<file path="src/sv/nnt_pkg.sv">
// ----------------------------------------------------------------------------
// nnt_pkg: shared definitions for the nearest-neighbor tour builder
// Holds the default sizes, fixed field widths, register codes, the sequencer
// state type and the tag that rides along with the distance pipeline.
// ----------------------------------------------------------------------------
package nnt_pkg;

  // Default sizes handed to the top-level parameters.
  localparam int MaxCitiesDef = 32;
  localparam int CoordBitsDef = 16;

  // Fixed widths of the channel fields.
  localparam int CITY_W     = 6;
  localparam int COORD_IN_W = 16;
  localparam int DIST_OUT_W = 33;

  // Configuration port geometry.
  localparam int CFG_DATA_W = 32;
  localparam int CFG_ADDR_W = 3;

  // Register codes (word index on the configuration port).
  localparam logic [0:0] REG_CITY_COUNT = 1'b0;

  // Reset value of the city count register.
  localparam logic [CITY_W-1:0] CITY_COUNT_RST = 6'd32;

  // Sequencer states.
  typedef enum logic [3:0] {
    S_LOAD,
    S_FIRST,
    S_CUR,
    S_SCAN,
    S_DRAIN,
    S_HOP,
    S_RET,
    S_RWAIT,
    S_REMIT
  } nnt_state_t;

  // Tag carried through the distance pipeline with each candidate.
  typedef struct packed {
    logic              vld;
    logic              live;
    logic [CITY_W-1:0] idx;
  } nnt_tag_t;

endpackage

</file>
<file path="src/sv/nnt_ram.sv">
// ----------------------------------------------------------------------------
// nnt_ram: generic single-port-write, single-port-read RAM
// One write and one read address per cycle; the read data is registered.
// ----------------------------------------------------------------------------
module nnt_ram #(
  parameter int WIDTH = 32,
  parameter int DEPTH = 32
) (
  input  logic                     clk,
  input  logic                     we,
  input  logic [$clog2(DEPTH)-1:0] waddr,
  input  logic [WIDTH-1:0]         wdata,
  input  logic [$clog2(DEPTH)-1:0] raddr,
  output logic [WIDTH-1:0]         rdata
);

  logic [WIDTH-1:0] mem [DEPTH];
  logic [WIDTH-1:0] rdata_r;

  // Write port and registered read port.
  always_ff @(posedge clk) begin
    if (we) begin
      mem[waddr] <= wdata;
    end
    rdata_r <= mem[raddr];
  end

  assign rdata = rdata_r;

endmodule

</file>
<file path="src/sv/nnt_dist_unit.sv">
// ----------------------------------------------------------------------------
// nnt_dist_unit: pipelined squared-distance unit
// Three register stages: absolute differences, squares, sum. Each candidate
// travels with its tag so the sequencer can match results to cities.
// ----------------------------------------------------------------------------
module nnt_dist_unit
  import nnt_pkg::*;
#(
  parameter int COORD_BITS = CoordBitsDef
) (
  input  logic                  clk,
  input  logic                  rst_n,
  input  nnt_tag_t              tag_i,
  input  logic [COORD_BITS-1:0] ax_i,
  input  logic [COORD_BITS-1:0] ay_i,
  input  logic [COORD_BITS-1:0] bx_i,
  input  logic [COORD_BITS-1:0] by_i,
  output nnt_tag_t              tag_o,
  output logic [2*COORD_BITS:0] dist_o,
  output logic                  busy_o
);

  localparam int SQ_W = 2 * COORD_BITS;

  nnt_tag_t              tag1_r, tag2_r, tag3_r;
  logic [COORD_BITS-1:0] dx_r, dy_r;
  logic [COORD_BITS-1:0] dx_nxt, dy_nxt;
  logic [SQ_W-1:0]       sqx_r, sqy_r;
  logic [SQ_W:0]         dist_r;

  // Absolute coordinate differences.
  always_comb begin
    dx_nxt = (ax_i > bx_i) ? (ax_i - bx_i) : (bx_i - ax_i);
    dy_nxt = (ay_i > by_i) ? (ay_i - by_i) : (by_i - ay_i);
  end

  // Tags of the three stages.
  always_ff @(posedge clk) begin
    if (!rst_n) begin
      tag1_r <= '0;
      tag2_r <= '0;
      tag3_r <= '0;
    end else begin
      tag1_r <= tag_i;
      tag2_r <= tag1_r;
      tag3_r <= tag2_r;
    end
  end

  // Datapath stages.
  always_ff @(posedge clk) begin
    dx_r   <= dx_nxt;
    dy_r   <= dy_nxt;
    sqx_r  <= SQ_W'(dx_r) * SQ_W'(dx_r);
    sqy_r  <= SQ_W'(dy_r) * SQ_W'(dy_r);
    dist_r <= {1'b0, sqx_r} + {1'b0, sqy_r};
  end

  assign tag_o  = tag3_r;
  assign dist_o = dist_r;
  assign busy_o = tag1_r.vld | tag2_r.vld | tag3_r.vld;

endmodule

</file>
<file path="src/sv/nearest_neighbour_tour.sv">
// Loading stores one city per input handshake; the last city starts a tour.
// Each hop scans cities 1 to n-1 through the single RAM read port and the
// shared distance pipeline, one candidate per cycle, then waits for the
// pipeline to drain and emits the hop, which can stall on out_ready.
// Throughput: one tour at a time; in_ready is low meanwhile.
// Reset (synchronous, active low) clears control state; city_count reads 32.
// ----------------------------------------------------------------------------
// nearest_neighbour_tour: greedy nearest-neighbor tour builder
// Stores city coordinates, then emits a tour from city 0 that always moves
// to the closest unvisited city (lowest index on a tie) and returns to city 0.
// ----------------------------------------------------------------------------
module nearest_neighbour_tour
  import nnt_pkg::*;
#(
  parameter int MAX_CITIES = MaxCitiesDef,
  parameter int COORD_BITS = CoordBitsDef
) (
  input  logic                  clk,
  input  logic                  rst_n,
  // Input channel
  input  logic                  in_valid,
  output logic                  in_ready,
  input  logic [COORD_IN_W-1:0] in_x_coord,
  input  logic [COORD_IN_W-1:0] in_y_coord,
  // Result channel
  output logic                  out_valid,
  input  logic                  out_ready,
  output logic [CITY_W-1:0]     out_city_index,
  output logic [DIST_OUT_W-1:0] out_hop_dist_sq,
  output logic                  out_tour_end,
  // Configuration port
  input  logic                  psel,
  input  logic                  penable,
  input  logic                  pwrite,
  input  logic [CFG_ADDR_W-1:0] paddr,
  input  logic [CFG_DATA_W-1:0] pwdata,
  output logic [CFG_DATA_W-1:0] prdata,
  output logic                  pready
);

  localparam int IW = $clog2(MAX_CITIES);
  localparam int NW = $clog2(MAX_CITIES + 1);
  localparam int RW = 2 * COORD_BITS;
  localparam int DW = 2 * COORD_BITS + 1;

  nnt_state_t            state_r, state_nxt;
  logic [CITY_W-1:0]     city_count_r;
  logic [NW-1:0]         n_eff;
  logic [NW-1:0]         load_cnt_r, load_cnt_nxt;
  logic [IW-1:0]         slot;
  logic [NW-1:0]         slot_inc;
  logic [MAX_CITIES-1:0] visited_r, visited_nxt;
  logic [COORD_BITS-1:0] cur_x_r, cur_x_nxt, cur_y_r, cur_y_nxt;
  logic [IW-1:0]         scan_r, scan_nxt;
  logic [NW-1:0]         hop_r, hop_nxt;
  logic [DW-1:0]         best_dist_r, best_dist_nxt;
  logic [IW-1:0]         best_city_r, best_city_nxt;
  logic                  found_r, found_nxt;
  nnt_tag_t              tag_r, tag_nxt;

  // Output register.
  logic                  out_valid_r;
  logic [CITY_W-1:0]     out_city_r;
  logic [DIST_OUT_W-1:0] out_dist_r;
  logic                  out_end_r;
  logic                  out_free;
  logic                  push;
  logic [CITY_W-1:0]     push_city;
  logic [DIST_OUT_W-1:0] push_dist;
  logic                  push_end;

  // RAM and distance unit signals.
  logic                  ram_we;
  logic [IW-1:0]         ram_raddr;
  logic [RW-1:0]         ram_wdata, ram_rdata;
  logic [COORD_BITS-1:0] rd_x, rd_y;
  nnt_tag_t              unit_tag;
  logic [DW-1:0]         unit_dist;
  logic                  unit_busy;

  // Coordinate trimming and distance widening.
  logic [COORD_BITS+COORD_IN_W-1:0] x_ext, y_ext;
  logic [DW+DIST_OUT_W-1:0]         dist_pad;
  logic                             cfg_wr;

  // Configuration register access.
  assign pready = 1'b1;
  assign cfg_wr = psel & penable & pwrite & (paddr[CFG_ADDR_W-1:2] == REG_CITY_COUNT);

  always_ff @(posedge clk) begin
    if (!rst_n) begin
      city_count_r <= CITY_COUNT_RST;
    end else if (cfg_wr) begin
      city_count_r <= pwdata[CITY_W-1:0];
    end
  end

  always_comb begin
    if (paddr[CFG_ADDR_W-1:2] == REG_CITY_COUNT) begin
      prdata = {{(CFG_DATA_W-CITY_W){1'b0}}, city_count_r};
    end else begin
      prdata = '0;
    end
  end

  // Effective tour size, clamped to one and to the store depth.
  always_comb begin
    if (city_count_r == '0) begin
      n_eff = NW'(1);
    end else if (city_count_r > CITY_W'(MAX_CITIES)) begin
      n_eff = NW'(MAX_CITIES);
    end else begin
      n_eff = NW'(city_count_r);
    end
  end

  // Load slot, held at the last entry once the store is full.
  assign slot     = (load_cnt_r >= NW'(MAX_CITIES - 1)) ? IW'(MAX_CITIES - 1)
                                                        : load_cnt_r[IW-1:0];
  assign slot_inc = NW'(slot) + NW'(1);

  // Keep the low coordinate bits of each city.
  assign x_ext     = {{COORD_BITS{1'b0}}, in_x_coord};
  assign y_ext     = {{COORD_BITS{1'b0}}, in_y_coord};
  assign ram_wdata = {x_ext[COORD_BITS-1:0], y_ext[COORD_BITS-1:0]};
  assign rd_x      = ram_rdata[RW-1:COORD_BITS];
  assign rd_y      = ram_rdata[COORD_BITS-1:0];

  assign dist_pad  = {{DIST_OUT_W{1'b0}}, best_dist_r};
  assign out_free  = !out_valid_r || out_ready;

  // Coordinate store.
  nnt_ram #(
    .WIDTH (RW),
    .DEPTH (MAX_CITIES)
  ) u_store (
    .clk   (clk),
    .we    (ram_we),
    .waddr (slot),
    .wdata (ram_wdata),
    .raddr (ram_raddr),
    .rdata (ram_rdata)
  );

  // Shared squared-distance unit.
  nnt_dist_unit #(
    .COORD_BITS (COORD_BITS)
  ) u_dist (
    .clk    (clk),
    .rst_n  (rst_n),
    .tag_i  (tag_r),
    .ax_i   (cur_x_r),
    .ay_i   (cur_y_r),
    .bx_i   (rd_x),
    .by_i   (rd_y),
    .tag_o  (unit_tag),
    .dist_o (unit_dist),
    .busy_o (unit_busy)
  );

  // Sequencer state and control registers.
  always_ff @(posedge clk) begin
    if (!rst_n) begin
      state_r     <= S_LOAD;
      load_cnt_r  <= '0;
      visited_r   <= '0;
      scan_r      <= '0;
      hop_r       <= '0;
      best_dist_r <= '1;
      best_city_r <= '0;
      found_r     <= 1'b0;
      tag_r       <= '0;
      out_valid_r <= 1'b0;
    end else begin
      state_r     <= state_nxt;
      load_cnt_r  <= load_cnt_nxt;
      visited_r   <= visited_nxt;
      scan_r      <= scan_nxt;
      hop_r       <= hop_nxt;
      best_dist_r <= best_dist_nxt;
      best_city_r <= best_city_nxt;
      found_r     <= found_nxt;
      tag_r       <= tag_nxt;
      out_valid_r <= push ? 1'b1 : (out_ready ? 1'b0 : out_valid_r);
    end
  end

  // Current city coordinates and result payload.
  always_ff @(posedge clk) begin
    cur_x_r <= cur_x_nxt;
    cur_y_r <= cur_y_nxt;
    if (push) begin
      out_city_r <= push_city;
      out_dist_r <= push_dist;
      out_end_r  <= push_end;
    end
  end

  // Next state and outputs of the sequencer.
  always_comb begin
    state_nxt     = state_r;
    load_cnt_nxt  = load_cnt_r;
    visited_nxt   = visited_r;
    cur_x_nxt     = cur_x_r;
    cur_y_nxt     = cur_y_r;
    scan_nxt      = scan_r;
    hop_nxt       = hop_r;
    best_dist_nxt = best_dist_r;
    best_city_nxt = best_city_r;
    found_nxt     = found_r;
    tag_nxt       = '0;
    ram_we        = 1'b0;
    ram_raddr     = '0;
    in_ready      = 1'b0;
    push          = 1'b0;
    push_city     = '0;
    push_dist     = '0;
    push_end      = 1'b0;

    // Track the closest live candidate as results leave the distance unit.
    if ((state_r == S_SCAN || state_r == S_DRAIN) && unit_tag.vld && unit_tag.live &&
        (!found_r || unit_dist < best_dist_r)) begin
      found_nxt     = 1'b1;
      best_dist_nxt = unit_dist;
      best_city_nxt = unit_tag.idx[IW-1:0];
    end

    unique case (state_r)
      S_LOAD: begin
        in_ready = 1'b1;
        if (in_valid) begin
          ram_we       = 1'b1;
          load_cnt_nxt = slot_inc;
          if (slot_inc >= n_eff) begin
            load_cnt_nxt = '0;
            state_nxt    = S_FIRST;
          end
        end
      end
      S_FIRST: begin
        // Tour opens at city 0 with a zero distance.
        if (out_free) begin
          push        = 1'b1;
          visited_nxt = MAX_CITIES'(1);
          hop_nxt     = NW'(1);
          state_nxt   = S_CUR;
        end
      end
      S_CUR: begin
        cur_x_nxt = rd_x;
        cur_y_nxt = rd_y;
        found_nxt = 1'b0;
        scan_nxt  = IW'(1);
        state_nxt = (hop_r == n_eff) ? S_RET : S_SCAN;
      end
      S_SCAN: begin
        ram_raddr    = scan_r;
        tag_nxt.vld  = 1'b1;
        tag_nxt.live = !visited_r[scan_r];
        tag_nxt.idx  = CITY_W'(scan_r);
        scan_nxt     = scan_r + IW'(1);
        if (NW'(scan_r) == n_eff - NW'(1)) begin
          state_nxt = S_DRAIN;
        end
      end
      S_DRAIN: begin
        if (!tag_r.vld && !unit_busy) begin
          state_nxt = S_HOP;
        end
      end
      S_HOP: begin
        ram_raddr = best_city_r;
        if (out_free) begin
          push                     = 1'b1;
          push_city                = CITY_W'(best_city_r);
          push_dist                = dist_pad[DIST_OUT_W-1:0];
          visited_nxt[best_city_r] = 1'b1;
          hop_nxt                  = hop_r + NW'(1);
          state_nxt                = S_CUR;
        end
      end
      S_RET: begin
        // Distance from the last city back to city 0.
        tag_nxt.vld  = 1'b1;
        tag_nxt.live = 1'b1;
        state_nxt    = S_RWAIT;
      end
      S_RWAIT: begin
        if (unit_tag.vld) begin
          best_dist_nxt = unit_dist;
          state_nxt     = S_REMIT;
        end
      end
      S_REMIT: begin
        if (out_free) begin
          push      = 1'b1;
          push_dist = dist_pad[DIST_OUT_W-1:0];
          push_end  = 1'b1;
          state_nxt = S_LOAD;
        end
      end
      default: begin
        state_nxt = S_LOAD;
      end
    endcase
  end

  assign out_valid       = out_valid_r;
  assign out_city_index  = out_city_r;
  assign out_hop_dist_sq = out_dist_r;
  assign out_tour_end    = out_end_r;

`ifndef ASSERT_OFF
  // No distance work may be in flight while cities are being loaded.
  a_idle_pipe: assert property (@(posedge clk) disable iff (!rst_n)
    in_ready |-> (!unit_busy && !tag_r.vld))
    else $error("distance pipeline busy during loading");

  // A hop is only emitted for a city that was found and not yet visited.
  a_hop_fresh: assert property (@(posedge clk) disable iff (!rst_n)
    (state_r == S_HOP && out_free) |-> (found_r && !visited_r[best_city_r]))
    else $error("hop to a visited or missing city");

  // The origin stays marked for the whole scan.
  a_origin_marked: assert property (@(posedge clk) disable iff (!rst_n)
    (state_r == S_SCAN) |-> visited_r[0])
    else $error("city 0 not marked during scan");

  // The closing transaction always names city 0.
  a_end_origin: assert property (@(posedge clk) disable iff (!rst_n)
    (out_valid_r && out_end_r) |-> (out_city_r == '0))
    else $error("tour end not at city 0");
`endif

endmodule
</file>
<file path="config.mk">
export PLATFORM = sky130hd
export DESIGN_NAME = nearest_neighbour_tour
export DESIGN_NICKNAME = d
export VERILOG_FILES = /design/src/sv/nnt_pkg.sv /design/src/sv/nnt_ram.sv /design/src/sv/nnt_dist_unit.sv /design/src/sv/nearest_neighbour_tour.sv
export SDC_FILE = /design/constraint.sdc
export NUM_CORES = 2
export LEC_CHECK = 0
export BUFFER_PORTS_ARGS = -buffer_cell sky130_fd_sc_hd__buf_2
export CAP_MARGIN = 20
export CORE_MARGIN = 3
export CORE_UTILIZATION = 60
export CTS_BUF_LIST = sky130_fd_sc_hd__clkbuf_8
export DETAILED_ROUTE_END_ITERATION = 8
export MAX_ROUTING_LAYER = met4
export PLACE_DENSITY = 0.77
export RECOVER_POWER = 100
export SYNTH_ARGS = -nofsm -noshare
export SYNTH_HDL_FRONTEND = slang
export SYNTH_SLANG_ARGS = --single-unit
</file>
<file path="constraint.sdc">
create_clock -name clk -period 8.3 [get_ports clk]
set_clock_uncertainty 0.05 [all_clocks]
set_input_delay 1.245 -clock clk [delete_from_list [all_inputs] [get_ports clk]]
set_output_delay 1.245 -clock clk [all_outputs]
set_load 0.05 [all_outputs]
</file>
==> run summary <==
The worst relative slew slack is -142.6%. The number of enable-type register cells in the synthesized netlist came out at approximately 1100. The count of cells in the finished layout, fillers not included, comes to 7816. The layout overhead on the synthesized area came out at 7.769%. The timing-limited maximum frequency came out at 140.5 MHz. The run finished, with violations left.

The total of warnings raised by yosys came out at 0. The amount of wire on met2 after detailed routing came out at slightly below 80000 um. The top cell type by total area after synthesis is sky130_fd_sc_hd__edfxtp_1. Post-CTS timing repair inserted 0 buffers for setup. The clock tree synthesis step divided the H-tree into 4 levels.

STA classifies the critical path endpoint as a flip-flop. The register area came out at ~39000 sq um. The global-route wire length before repair is between 200000 and 250000 um. The met1 wire length is 62820 um. The critical path contains buffers and inverters numbering 7 combined. The final critical-path setup slack came out at 1184 ps. The largest fanout on the critical path came out at 12. The critical setup path kind is flip-flop to flip-flop. The endpoint required time on the critical path came out at about 9000 ps. Counting the buffers created by CTS gives roughly 210. At the worst endpoint, the arrival time is between 7000 and 8000 ps. The gate family responsible for the most delay along the worst path is adder cells. For this run, asynchronously set or reset flops after synthesis account for 0%. The max-cap check violation count came out at 40. After clock tree synthesis, the clock-pin slew on the worst setup and hold paths is 60 ps. The total count of hold-check failures in the final report came out at 0. For this design the top-level I/O count stands at between 100 and 150. Walking the worst path, the cells encountered are inv_1 > nor2_1 > fa_1 > inv_1 > fa_1 > inv_1 > fa_1 > inv_1 > fa_1 > inv_1 > fa_1 > inv_1 > fa_1 > inv_1 > ha_1 > o21a_1 > o21ai_0 > nor2_1 > a31o_2 > o41ai_1 > o21ai_0 > a31o_2 > a21oi_1 > xnor2_1. For this block, the via count after detailed routing is 45880.

The number of pins exceeding their max-slew limit in the final report is approximately 1700. The worst path needs 7116 ps of the cycle, external delays included. The transition time at the pin with the least slew margin came out at 3640 ps. The sequential cell area fraction in the yosys report came out at 54.12%. The clock tree buffer depth came out at 3. The number of instances in the synthesized netlist is 6081. The multi-input gate area in the final layout came out at 29060 sq um.

The number of antenna violations at the first check in global routing is 16. Setup repair after global routing left no endpoint under its margin. For this run the aggregate overflow at the end of global routing stands at 0. The final total negative setup slack is 0 ps. Once detail routing completed, the nets flagged for antenna violations numbered 0.

STA classifies the critical path startpoint as a flip-flop. The number of instances resized during post-cts repair came out at 0. The wire length per cell came out at 20.10 um. The clock tree from TritonCTS is yes. The initial core utilization is 60.90%. The main flop type after synthesis is sky130_fd_sc_hd__edfxtp_1. The share of the clock period used by the worst path after layout is 85.73%. The core outline area is ~120000 sq um. The via count of the first global-routing pass was 45430. The number of buffers inserted for hold repair after clock tree synthesis is 0. The count of filler cells inserted in the layout came out at 8672.

The final-report setup violation count is 0. The checks that failed: max-capacitance violations, max-slew violations. The dominant cell type by count on the critical path is sky130_fd_sc_hd__inv_1.

The number of cells after detailed placement came out at about 7400. The number of sinks driven by the clock tree is 1381. The placer's final routability congestion estimate is 0.8785. The highest metal layer carrying signal wires in the routed design is met4. Each instance of the synthesized netlist takes up on average around 12 sq um. The layout cell share with drive strength beyond 1 came out at 6.117%. After synthesis, the most frequently instantiated cells are 1095 x sky130_fd_sc_hd__edfxtp_1, 738 x sky130_fd_sc_hd__nand2_1, 656 x sky130_fd_sc_hd__inv_1. The horizontal extent of the die is 350.8 um.

In the final design database the tool counted 6849 nets. The overall die area came out at 123100 sq um. The number of standard-cell rows in the floorplan came out at ~130. For this block, the initial DRC count from the detailed router was 3795. The first-pass iteration count of the detailed router is 6. The HPWL after detailed placement came out at 92790 um. The mapped netlist covers 71340 sq um. The vertical extent of the die came out at 350.8 um. The count of buffers inserted at the top-level ports came out at 92. The clock root buffer master is sky130_fd_sc_hd__clkbuf_8.

Wire segments on met3 add up to 11960 um in the final route. Entering global routing, the biggest net connects 177 pins. After detailed routing, the total wire length is 157100 um. The setup slack after placement came out at 1496 ps. The overall track demand over capacity in global routing came out at 26.52%. The path type of the worst min-delay path is flip-flop to flip-flop. The clock latency at the later pin of the worst-skew pair came out at 910 ps. The via density per instance is a little under 6.

The slowest cell on the critical path is sky130_fd_sc_hd__o41ai_1. The share of the synthesized area in the top cell type came out at 46.09%. The synthesis-stage register bit count is 1381. The delay contributed by the slowest stage of the critical path came out at 600 ps. The count of cell types in the netlist is 80.

The most repeated cell in the gate-level netlist after synthesis is sky130_fd_sc_hd__edfxtp_1. In the routed design, unresolved DRC markers number 0. By area the synthesized netlist is led by sky130_fd_sc_hd__edfxtp_1 46%, sky130_fd_sc_hd__fa_1 9.2%, sky130_fd_sc_hd__dfxtp_1 8.0%, sky130_fd_sc_hd__ha_1 5.9%, sky130_fd_sc_hd__nand2_1 3.9%.
flip-flops by register name (all words and copies together) (netlist names), 6 cells and up:
register,flops
best_dist_r,33
city_count_r,6
cur_x_r,16
cur_y_r,16
hop_r,6
load_cnt_r,6
out_hop_dist_sq,33
tag_r,7
u_dist.dist_o,33
u_dist.dx_r,16
u_dist.dy_r,16
u_dist.sqx_r,31
u_dist.sqy_r,31
u_dist.tag1_r,7
u_dist.tag2_r,7
u_dist.tag_o,7
u_store.mem,1024
u_store.rdata,32
visited_r,32
per-stage QoR:
step / hold WS (ps) / instance area, sq um / utilization (%)
floorplan: 303.5 / 71440 / -
global placement: 363.2 / 73160 / 62.45
detailed placement: 368.3 / 73180 / 62.47
CTS: 373.0 / 77210 / 65.91
global route: 389.7 / 76890 / 65.63
finish: 371.5 / 76890 / 65.63
worst register-to-register path: stages, from the launching register on:
cell	delay (ps)
sky130_fd_sc_hd__dfxtp_1	500
sky130_fd_sc_hd__inv_1	420
sky130_fd_sc_hd__nor2_1	140
sky130_fd_sc_hd__fa_1	520
sky130_fd_sc_hd__inv_1	50
sky130_fd_sc_hd__fa_1	530
sky130_fd_sc_hd__inv_1	50
sky130_fd_sc_hd__fa_1	500
sky130_fd_sc_hd__inv_1	60
sky130_fd_sc_hd__fa_1	520
sky130_fd_sc_hd__inv_1	50
sky130_fd_sc_hd__fa_1	490
sky130_fd_sc_hd__inv_1	60
sky130_fd_sc_hd__fa_1	480
sky130_fd_sc_hd__inv_1	50
sky130_fd_sc_hd__ha_1	320
sky130_fd_sc_hd__o21a_1	120
sky130_fd_sc_hd__o21ai_0	240
sky130_fd_sc_hd__nor2_1	120
sky130_fd_sc_hd__a31o_2	250
sky130_fd_sc_hd__o41ai_1	600
sky130_fd_sc_hd__o21ai_0	290
sky130_fd_sc_hd__a31o_2	300
sky130_fd_sc_hd__a21oi_1	160
sky130_fd_sc_hd__xnor2_1	130
layout by cell type (no fill, tap or decap), drive strengths merged, types with 48 or more instances in the layout:
| cell type | n |
|---|---|
| nor2 | 176 |
| a211oi | 368 |
| o211ai | 48 |
| edfxtp | 1095 |
| a21o | 98 |
| ha | 338 |
| and2 | 365 |
| nand2 | 739 |
| a31oi | 142 |
| inv | 727 |
| fa | 328 |
| xnor2 | 91 |
| dfxtp | 286 |
| nor2b | 61 |
| nand3 | 66 |
| clkinv | 74 |
| a311oi | 132 |
| clkbuf | 347 |
| o21ai | 79 |
| a21oi | 289 |
logic make-up after synthesis:
family	Yosys count	synth area share, %
xor gates and xnor gates	133	1.633
muxes	44	0.8032
DFF	1381	54.12
adders and majority gates	666	15.13
other	2	0.01053
and+or+nand+nor	1557	10.35
buffers and inverters	1019	5.619
AOI/OAI and AO/OA	1279	12.34
layer usage:
metal	vias up	global-route usage, %
met1	22350	33.24
met4	0	9.336
li1	21470	-
met2	1727	43.49
met5	-	-
met3	340	4.999
worst paths after layout:
kind                          startpoint                           to  slack [ps]  cells past startpoint
hold / removal       tag_r[2]$_SDFF_PN0_  u_dist.tag1_r[2]$_SDFF_PN0_         370                      1
setup / recovery  u_dist.dx_r[8]$_DFF_P_     u_dist.sqx_r[31]$_DFF_P_        1180                     24
setup reg to reg  u_dist.dx_r[8]$_DFF_P_     u_dist.sqx_r[31]$_DFF_P_        1180                     24
hold reg to reg      tag_r[2]$_SDFF_PN0_  u_dist.tag1_r[2]$_SDFF_PN0_         370                      1
final cells by class:
type                    count  area share [%]
well taps                1524           2.480
repair buffers            155           1.020
clock inverters           155           1.227
clock buffers             224           4.010
diodes                     14         0.04557
flip-flops and latches   1381           50.21
multi-input cells        3707           37.80
inverters                 656           3.203
Power is not shown: default switching activity piles up to over one toggle a cycle in this logic, so the estimate is an artifact.
